## src/rtl/s_expression_tokenizer_macros.svh

```systemverilog
// Assertion macros used by the tokenizer top level; clock clk, reset arst_n.
`ifndef S_EXPRESSION_TOKENIZER_MACROS_SVH
`define S_EXPRESSION_TOKENIZER_MACROS_SVH

// Consequent must hold in the cycle after the antecedent.
`define SXT_ASSERT_NEXT(label, ante, cons, msg) \
	label: assert property (@(posedge clk) disable iff (!arst_n) (ante) |=> (cons)) \
		else $error(msg);

// Consequent must hold in the same cycle as the antecedent.
`define SXT_ASSERT_NOW(label, ante, cons, msg) \
	label: assert property (@(posedge clk) disable iff (!arst_n) (ante) |-> (cons)) \
		else $error(msg);

`endif

```

## src/rtl/sexp_tok_pkg.sv

```systemverilog
// Package with item types, token codes and character constants of the tokenizer.
`timescale 1ns / 1ps

package sexp_tok_pkg;

	// Result queue depth, in result items
	localparam int RES_DEPTH = 4;

	// Characters with a meaning to the lexer
	localparam logic [7:0] CH_LPAREN  = 8'h28;
	localparam logic [7:0] CH_RPAREN  = 8'h29;
	localparam logic [7:0] CH_DQUOTE  = 8'h22;
	localparam logic [7:0] CH_SQUOTE  = 8'h27;
	localparam logic [7:0] CH_SEMI    = 8'h3B;
	localparam logic [7:0] CH_NEWLINE = 8'h0A;
	localparam logic [7:0] CH_SPACE   = 8'h20;
	localparam logic [7:0] CH_TAB     = 8'h09;
	localparam logic [7:0] CH_CR      = 8'h0D;

	typedef enum logic [2:0] {
		TK_CHAR     = 3'd0,
		TK_NAME_END = 3'd1,
		TK_LPAREN   = 3'd2,
		TK_RPAREN   = 3'd3,
		TK_DQUOTE   = 3'd4,
		TK_SQUOTE   = 3'd5,
		TK_EOI      = 3'd6
	} tok_kind_t;

	// Lexer mode, one-hot
	typedef enum logic [3:0] {
		MODE_NORMAL  = 4'b0001,
		MODE_SYMBOL  = 4'b0010,
		MODE_STRING  = 4'b0100,
		MODE_COMMENT = 4'b1000
	} mode_t;

	typedef struct packed {
		logic [7:0] in_char;
		logic       end_of_input;
	} in_item_t;

	typedef struct packed {
		logic [2:0] token_kind;
		logic [7:0] name_char;
		logic       last;
	} out_item_t;

	// Up to two results caused by one input item
	typedef struct packed {
		logic [1:0] count;
		out_item_t  item0;
		out_item_t  item1;
	} lex_res_t;

	// Result item; text byte only travels with a name char
	function automatic out_item_t make_item(tok_kind_t kind, logic [7:0] ch);
		out_item_t r;
		r.token_kind = kind;
		r.name_char  = (kind == TK_CHAR) ? ch : 8'h00;
		r.last       = 1'b0;
		return r;
	endfunction

endpackage

```

## src/rtl/sexp_tok_decode.sv

```systemverilog
// Lexer step: next mode and the results caused by one input item.
`timescale 1ns / 1ps

module sexp_tok_decode import sexp_tok_pkg::*; (
	input  mode_t    mode,
	input  in_item_t item,
	output mode_t    mode_next,
	output lex_res_t res
);

	typedef struct packed {
		logic      hit;
		tok_kind_t kind;
		mode_t     mode;
	} norm_t;

	function automatic logic is_blank(logic [7:0] c);
		return c inside {CH_SPACE, CH_TAB, CH_NEWLINE, CH_CR};
	endfunction

	// Normal-mode handling of a byte or end mark
	function automatic norm_t norm_step(logic [7:0] c, logic eoi);
		norm_t n;
		n.hit  = 1'b1;
		n.kind = TK_CHAR;
		n.mode = MODE_NORMAL;
		if (eoi) begin
			n.kind = TK_EOI;
		end else if (is_blank(c)) begin
			n.hit = 1'b0;
		end else if (c == CH_LPAREN) begin
			n.kind = TK_LPAREN;
		end else if (c == CH_RPAREN) begin
			n.kind = TK_RPAREN;
		end else if (c == CH_DQUOTE) begin
			n.kind = TK_DQUOTE;
			n.mode = MODE_STRING;
		end else if (c == CH_SQUOTE) begin
			n.kind = TK_SQUOTE;
		end else if (c == CH_SEMI) begin
			n.hit  = 1'b0;
			n.mode = MODE_COMMENT;
		end else begin
			n.mode = MODE_SYMBOL;
		end
		return n;
	endfunction

	logic [7:0] c;
	logic       eoi;
	norm_t      norm;
	lex_res_t   raw;

	assign c    = item.in_char;
	assign eoi  = item.end_of_input;
	assign norm = norm_step(c, eoi);

	// Mode transition and result selection
	always_comb begin
		mode_next = mode;
		raw       = '0;
		unique case (mode)
			MODE_NORMAL: begin
				mode_next = norm.mode;
				if (norm.hit) begin
					raw.count = 2'd1;
					raw.item0 = make_item(norm.kind, c);
				end
			end
			MODE_SYMBOL: begin
				if (!eoi && is_blank(c)) begin
					mode_next = MODE_NORMAL;
					raw.count = 2'd1;
					raw.item0 = make_item(TK_NAME_END, c);
				end else if (eoi || c == CH_LPAREN || c == CH_RPAREN || c == CH_DQUOTE) begin
					// name end, then the byte as in normal mode
					mode_next = norm.mode;
					raw.count = 2'd2;
					raw.item0 = make_item(TK_NAME_END, c);
					raw.item1 = make_item(norm.kind, c);
				end else begin
					raw.count = 2'd1;
					raw.item0 = make_item(TK_CHAR, c);
				end
			end
			MODE_STRING: begin
				if (eoi) begin
					mode_next = MODE_NORMAL;
					raw.count = 2'd2;
					raw.item0 = make_item(TK_NAME_END, c);
					raw.item1 = make_item(TK_EOI, c);
				end else if (c == CH_DQUOTE) begin
					mode_next = MODE_NORMAL;
					raw.count = 2'd2;
					raw.item0 = make_item(TK_NAME_END, c);
					raw.item1 = make_item(TK_DQUOTE, c);
				end else begin
					raw.count = 2'd1;
					raw.item0 = make_item(TK_CHAR, c);
				end
			end
			MODE_COMMENT: begin
				if (eoi) begin
					mode_next = MODE_NORMAL;
					raw.count = 2'd1;
					raw.item0 = make_item(TK_EOI, c);
				end else if (c == CH_NEWLINE) begin
					mode_next = MODE_NORMAL;
				end
			end
			default: begin
				mode_next = MODE_NORMAL;
			end
		endcase
	end

	// Mark the final result of this item
	always_comb begin
		res = raw;
		if (raw.count == 2'd1) begin
			res.item0.last = 1'b1;
		end
		if (raw.count == 2'd2) begin
			res.item1.last = 1'b1;
		end
	end

endmodule

```

## src/rtl/sexp_tok_fifo.sv

```systemverilog
// Result queue: takes up to two result items per cycle, hands out one while rd_stall is low.
`timescale 1ns / 1ps

module sexp_tok_fifo import sexp_tok_pkg::*; #(
	parameter int DEPTH = RES_DEPTH
) (
	input  logic      clk,
	input  logic      arst_n,
	input  logic      wr_en,
	input  lex_res_t  wr_res,
	output logic      full,
	output logic      rd_valid,
	input  logic      rd_stall,
	output out_item_t rd_item
);

	localparam int PW = (DEPTH > 1) ? $clog2(DEPTH) : 1;
	localparam int CW = $clog2(DEPTH + 1);

	function automatic logic [PW-1:0] ptr_inc(logic [PW-1:0] p);
		return (p == PW'(DEPTH - 1)) ? '0 : p + PW'(1);
	endfunction

	out_item_t       mem_q [DEPTH];
	logic [PW-1:0]   wr_ptr_q;
	logic [PW-1:0]   rd_ptr_q;
	logic [CW-1:0]   count_q;
	logic [PW-1:0]   wr_ptr1;
	logic [CW-1:0]   n_wr;
	logic            rd_fire;

	assign wr_ptr1  = ptr_inc(wr_ptr_q);
	assign n_wr     = wr_en ? CW'(wr_res.count) : '0;
	assign rd_valid = (count_q != '0);
	assign rd_fire  = rd_valid && !rd_stall;
	assign rd_item  = mem_q[rd_ptr_q];
	// room for a two-result item is required before accepting input
	assign full     = (count_q > CW'(DEPTH - 2));

	// Storage
	always_ff @(posedge clk) begin
		if (wr_en && wr_res.count != 2'd0) begin
			mem_q[wr_ptr_q] <= wr_res.item0;
		end
		if (wr_en && wr_res.count == 2'd2) begin
			mem_q[wr_ptr1] <= wr_res.item1;
		end
	end

	// Pointers and fill count
	always_ff @(posedge clk or negedge arst_n) begin
		if (!arst_n) begin
			wr_ptr_q <= '0;
			rd_ptr_q <= '0;
			count_q  <= '0;
		end else begin
			if (n_wr == CW'(1)) begin
				wr_ptr_q <= wr_ptr1;
			end else if (n_wr == CW'(2)) begin
				wr_ptr_q <= ptr_inc(wr_ptr1);
			end
			if (rd_fire) begin
				rd_ptr_q <= ptr_inc(rd_ptr_q);
			end
			count_q <= count_q + n_wr - (rd_fire ? CW'(1) : CW'(0));
		end
	end

endmodule

```

## src/rtl/s_expression_tokenizer.sv

```systemverilog
// Top level of the S-expression tokenizer: mode register, lexer step, result queue.
//
//  channel | valid     | stall     | payload
//  --------+-----------+-----------+---------------------
//  source  | src_valid | src_stall | src_item (in_item_t)
//  tokens  | tok_valid | tok_stall | tok_item (out_item_t)
//
// One input item is taken per cycle while src_stall is low; its zero, one or two
// results enter the result queue at that same edge and are shown at tok_* behind any results still held there.
// src_stall rises when the queue cannot take two more results (RES_DEPTH - 1
// or more held), so the queue depth sets how long tokens may stall without
// holding the source. Reset clears the mode to normal and empties the queue.
`timescale 1ns / 1ps
`include "s_expression_tokenizer_macros.svh"

module s_expression_tokenizer import sexp_tok_pkg::*; #(
	parameter int RES_DEPTH_P = RES_DEPTH
) (
	input  logic      clk,
	input  logic      arst_n,
	input  logic      src_valid,
	output logic      src_stall,
	input  in_item_t  src_item,
	output logic      tok_valid,
	input  logic      tok_stall,
	output out_item_t tok_item
);

	mode_t    mode_q;
	mode_t    mode_next;
	lex_res_t res;
	logic     accept;

	assign accept = src_valid && !src_stall;

	// Lexer step for the offered item
	sexp_tok_decode u_decode (
		.mode      (mode_q),
		.item      (src_item),
		.mode_next (mode_next),
		.res       (res)
	);

	// Mode register
	always_ff @(posedge clk or negedge arst_n) begin
		if (!arst_n) begin
			mode_q <= MODE_NORMAL;
		end else if (accept) begin
			mode_q <= mode_next;
		end
	end

	// Result queue
	sexp_tok_fifo #(
		.DEPTH (RES_DEPTH_P)
	) u_fifo (
		.clk      (clk),
		.arst_n   (arst_n),
		.wr_en    (accept),
		.wr_res   (res),
		.full     (src_stall),
		.rd_valid (tok_valid),
		.rd_stall (tok_stall),
		.rd_item  (tok_item)
	);

	// Checks
	`SXT_ASSERT_NEXT(a_res_shown, accept && res.count != 2'd0, tok_valid, "results not queued")
	`SXT_ASSERT_NEXT(a_eoi_mode, accept && src_item.end_of_input, mode_q == MODE_NORMAL, "mode after end")
	`SXT_ASSERT_NEXT(a_pair_held, tok_valid && !tok_stall && !tok_item.last, tok_valid, "pair split")
	`SXT_ASSERT_NOW(a_stall_cause, src_stall, tok_valid, "stall with empty queue")

endmodule

```

## config.mk

```make
export PLATFORM = sky130hd
export DESIGN_NAME = s_expression_tokenizer
export DESIGN_NICKNAME = d
export VERILOG_FILES = /design/src/rtl/sexp_tok_pkg.sv /design/src/rtl/sexp_tok_decode.sv /design/src/rtl/sexp_tok_fifo.sv /design/src/rtl/s_expression_tokenizer.sv
export VERILOG_INCLUDE_DIRS = /design/src /design/src/rtl
export SDC_FILE = /design/constraint.sdc
export NUM_CORES = 1
export LEC_CHECK = 0
export BUFFER_PORTS_ARGS = -buffer_cell sky130_fd_sc_hd__buf_2
export CAP_MARGIN = 10
export CELL_PAD_IN_SITES_DETAIL_PLACEMENT = 1
export CELL_PAD_IN_SITES_GLOBAL_PLACEMENT = 1
export CORE_UTILIZATION = 43
export CTS_CLUSTER_DIAMETER = 150
export DETAILED_ROUTE_END_ITERATION = 8
export HOLD_SLACK_MARGIN = 0.08
export PLACE_DENSITY = 0.76
export SYNTH_ARGS = -nofsm -noshare
export SYNTH_HDL_FRONTEND = slang
export SYNTH_HIERARCHICAL = 1
export SYNTH_SLANG_ARGS = --single-unit
```

## constraint.sdc

```tcl
create_clock -name clk -period 5.4 [get_ports clk]
set_input_delay 0.81 -clock clk [delete_from_list [all_inputs] [get_ports clk]]
set_output_delay 0.81 -clock clk [all_outputs]
set_load 0.02 [all_outputs]
```

======== Yosys cells after proc, flatten, opt, wreduce, memory -nomap -nowiden ========
Memory sizes are Yosys's and may differ from the RTL's.
Index checks and enable logic that the tools add are counted.
operators by class
  mux-type cells .......................... 50
  $add $sub $neg .......................... 5
  eq/ne operators ......................... 23
  $lt $le $gt $ge ......................... 1
  reduce and logical (&&, ||, !) cells .... 17
operators by type and width
  kind                   count
  $pmux W14 S4           1
  $eq A8 B6 Y1 const B   6
  $mux W4                11
  $mux W14               3
  $mux W12               3
  $mux W13               2
  $mux W26               1
  $eq A8 B4 Y1 const B   3
  $pmux W12 S2           1
  $pmux W4 S4            1
  $mux W1                14
  $mux W7                2
  $mux W2                6
  $mux W3                4
  $eq A2 B2 Y1 const B   4
  $mux W8                1
  $add A2 B1 Y2 const B  3
  $ne A3 B2 Y1 const B   2
  $logic_and A1 B1 Y1    5
  $eq A4 B1 Y1 const B   1
  $eq A4 B2 Y1 const B   1
  $eq A4 B3 Y1 const B   1
  $eq A4 B4 Y1 const B   1
  $reduce_and A4 Y1      1
  other kinds (13)       18
word-level totals
  bits in writable memories ............... 48
  input port bits ......................... 13
  memories kept ........................... 1
  register bits ........................... 11
  logic and storage cells ................. 101
memories
  memory        words  width  rd ports  clocked after Yosys merged registers in  wr ports  line                 RTL
  u_fifo.mem_q  4      12     1         0                                        2         sexp_tok_fifo.sv:24  out_item_t mem_q [DEPTH];

======== Depth between registers and ports, before layout ========
  word-level depth ........................ 16
  mapped depth ............................ 12
  gate-level depth less buffers ........... 11

======== Cells and area by module ========
Netlist, hierarchy kept.
modules (own cells, without submodules)
  module                  seq. area each (um2)  area each (um2)  cells each  times used
  sexp_tok_fifo           1616.6                2862.7           174         1
  sexp_tok_decode         0.0                   745.7            107         1
  s_expression_tokenizer  101.3                 186.4            10          1

======== Worst setup path before layout ========
OpenSTA, ideal clock, no wires.
  path type ............................... input to register
  start ................................... in src_item[1] (netlist bit)
  end ..................................... reg u_fifo.count_q[2]
  data arrival time ....................... 3.196 ns
  setup slack ............................. 2.082 ns
  stages on the path ...................... 12
  path buffers ............................ 1
  path through ............................ buf_6 -> or4b_4 -> a211oi_2 -> nor2_1 -> a32oi_1 -> o311ai_1 -> nand2_1 -> ha_1 -> inv_1 -> ha_1 -> fa_1 -> xnor2_1
RTL lines
  what                  line                          RTL
  start, declared       s_expression_tokenizer.sv:23  input in_item_t src_item,
  end signal, assigned  sexp_tok_fifo.sv:65           count_q <= count_q + n_wr - (rd_fire ? CW'(1) : CW'(0));
  end, declared         sexp_tok_fifo.sv:27           logic [CW-1:0] count_q;

==> flow_summary_export.csv <==
group,metric,value,unit
status,outcome,"completed",
routing,first_pass_iters,4,
worst_setup_path,cp_cell_sequence,"buf_2, or3_1, nor4_2, nor2_1, a32oi_1, o311ai_1, inv_1, a21oi_1, nor2_1",
power_and_ir_drop,irDropWorstVdd,0.188,mV
logic_synthesis,synth_top_cell_area_share,38.0,%
worst_setup_path,crit_buf_inv,2,
worst_setup_path,r2r_cells,6,
place,place_congestion,0.767,
power_and_ir_drop,p_sw,0.688,mW
global_route,antenna_found_initial,0,
clock_tree,cts_buffers,9,
worst_setup_path,worstSetupPathType,"primary input to flop",
floorplanning,dieArea,0.00921,mm2
clock_tree,h-tree-depth,3,
worst_setup_path,cp_data_required_time,5.34,ns
clock_tree,cts_tree,"done",
sta,max_freq,273,MHz
place,portBuffers,26,
sta,drv_slew,0,
clock_tree,cts_resized,0,
sta,setup_viol,0,
global_route,grt-ovfl-total,0,
logic_synthesis,syn_inst,291,
clock_tree,clock_path_buffers,2,
finish,antenna_cells,0,
global_route,grt_pass1_vias,2527,
power_and_ir_drop,switching_share,36.5,%
worst_setup_path,path_common_cell,"nor2_1",
routing,wirelength,8.39,mm
sta,slew_headroom,20.6,%
sta,layout_min_cycle_time,3.66,ns
worst_setup_path,cpMaxStageDelayCell,"nor2_1",
sta,worst_pin_slew,1.19,ns
routing,ant_nets,0,
sta,fin_hold_ws,0.333,ns
floorplanning,io_pins,27,
finish,nFillCells,876,
worst_setup_path,arrival,3.60,ns
finish,mostFrequentLayoutCell,"mux2_2",
logic_synthesis,synth.top_cells.by_area,"edfxtp_1 (38%), mux2_2 (15%), mux4_2 (7.1%), dfrtp_1 (6.6%), ha_1 (4.0%)",
job,maxCapViolCount,0,
floorplanning,rows,33,
clock_tree,cts_sinks,59,
routing,routedWlPerCell,19.8,um
logic_synthesis,synth_top_cell_by_area,"edfxtp_1",
finish,fin_cells,423,
power_and_ir_drop,comb_power_share,40.8,%
power_and_ir_drop,clkPwrFrac,21.0,%
worst_setup_path,crit_cells,9,
floorplanning,start_util,45.3,%
floorplanning,die_w,95.9,um
floorplanning,core_area,0.00838,mm2
clock_tree,clk_latency,0.33,ns
routing,drt_iter0_drc,76,
worst_setup_path,cp_max_fo,12,
power_and_ir_drop,p_int,1.19,mW
logic_synthesis,synth_edf_count,48,
clock_tree,cts_hold_buf,0,
sta,period_share,67.9,%
finish,drive_gt1_share,39.6,%
sta,skew,0.0103,ns
clock_tree,root_buffer,"clkbuf_8",
logic_synthesis,synth_area,0.00379,mm2
sta,setup_tns,0,ns
global_route,grt_max_degree,16,
finish,area_growth,8.70,%
power_and_ir_drop,p_per_area,456,mW/mm2
power_and_ir_drop,p_leak,1.58,nW
clock_tree,post_cts_buffers,0,
logic_synthesis,yosysWarnings,6,
worst_setup_path,reg2reg_setup_slack,2.13,ns
routing,vias,2405,
finish,mostFrequentLayoutCells,"mux2_2 (50), edfxtp_1 (48), buf_2 (26)",
place,dp.cells,406,
global_route,track_usage,20.1,%
logic_synthesis,ys.flop_type,"edfxtp_1",
finish,fin_nets,339,
sta,hold_violations,0,
logic_synthesis,syn_avg_cell_area,13.0,um2
routing,viasPerCell,5.69,
worst_setup_path,slowest_delay,0.89,ns
global_route,grt_pass1_wl,13.2,mm
worst_setup_path,endpoint_kind,"flop",
power_and_ir_drop,seqPwrFrac,38.2,%
logic_synthesis,ys_types,59,
worst_setup_path,start_kind,"primary input",
place,dp_hpwl,5.99,mm
logic_synthesis,yosysSeqAreaShare,45.3,%
worst_setup_path,critPathTopFamily,"simple AND/OR/NAND/NOR gates",
floorplanning,die_h,95.9,um
clock_tree,path_clk_slew,0.07,ns
logic_synthesis,postSynth.asyncResetShare,18.6,%
sta,rsz0062_at_grt,"false",
min_path,hold_path_class,"primary input to asynchronous set/reset pin",
logic_synthesis,synth_seq_cells,59,
routing,drcViolationCount,0,
==> sequential cells by signal, summed over array words and instances, names as in the netlist <==
signal,count
mode_q,4
u_fifo/count_q,3
u_fifo/wr_ptr_q,2
u_fifo/mem_q,48
u_fifo/rd_ptr_q,2
==> cell usage after synthesis (3+ instances only) <==
library cell and instances:
mux2_2 50, edfxtp_1 48, nor2_1 16, buf_4 13
ha_1 12, mux4_2 12, nand2_1 12, o21ai_0 11
dfrtp_1 10, nor2b_1 10, inv_1 8, a21oi_1 6
clkbuf_1 5, nand2b_1 5, nand3b_1 5, mux2_4 4
a21o_1 3, buf_6 3, nor3_1 3, nor4b_1 3
xnor2_1 3
==> worst register-to-register path, stage by stage (launching register included) <==
cell,delay (ns)
dfstp_2,0.63
nor4b_1,0.46
or2_2,0.22
a32oi_1,0.09
o311ai_1,0.19
o21ai_0,0.31
nor2_1,0.97
==> power groups by stage <==
stage          clock, mW  sequential [mW]  combinational (mW)
4_1_cts            0.405            0.724               0.775
5_1_grt            0.421            0.735               0.853
3_5_place_dp           0            0.734               0.768
2_1_floorplan          0            0.658               0.649
3_3_place_gp           0            0.722               0.747
6_report           0.395            0.719               0.769
==> per-layer routing <==
metal	up-vias	part of all wire, %	GRT usage [%]
met4	0	1.4	6.97
met3	10	2.9	4.19
li1	1124	-	-
met2	46	52	35.8
met5	-	0	0
met1	1225	44	23.9
==> path summary, 6_finish.rpt <==
| check | from | endpoint |
|---|---|---|
| worst max-delay path | src_item[5] | u_fifo/mem_q[1][10] |
| max in group asynchronous | arst_n | mode_q[0] |
| min in group clk | u_fifo/count_q[0] | u_fifo/count_q[0] |
| worst min register to register | u_fifo/count_q[0] | u_fifo/count_q[0] |
| worst min-delay path | arst_n | u_fifo/count_q[2] |
| worst max register to register | mode_q[0] | u_fifo/mem_q[1][10] |
==> through the flow <==
stage	instance area (um2)	setup slack [ns]	util [%]	power (mW)
after floorplan	3820	2.08	-	1.31
after global placement	3920	1.53	46.8	1.47
after detailed placement	3920	1.35	46.8	1.50
after CTS	4110	1.67	49.1	1.90
after global routing	4130	1.55	49.2	2.01
final	4130	1.74	49.2	1.88
==> logic make-up after synthesis <==
logic type | after synthesis | synth area share, %
other | 1 | 0.0988
adder cells (fa/ha/maj) | 13 | 4.48
buffers and inverters | 31 | 5.01
AO/OA/AOI/OAI | 38 | 7.19
flip-flops | 59 | 45.3
multiplexers | 67 | 23.8
XOR/XNOR | 5 | 1.15
AND/OR/NAND/NOR | 77 | 13.0
==> area by class of cell <==
class                           instances  area (um2)  share of cell area, %
Multi-Input combinational cell        208        1910                   46.4
Sequential cell                        59        1720                   41.6
Timing Repair Buffer                   27         141                   3.43
Tap cell                              105         131                   3.18
Clock buffer                            9         124                   3.00
Clock inverter                          7        67.6                   1.64
Inverter                                8        30.0                  0.728
Power figures use the tool's default switching activity.
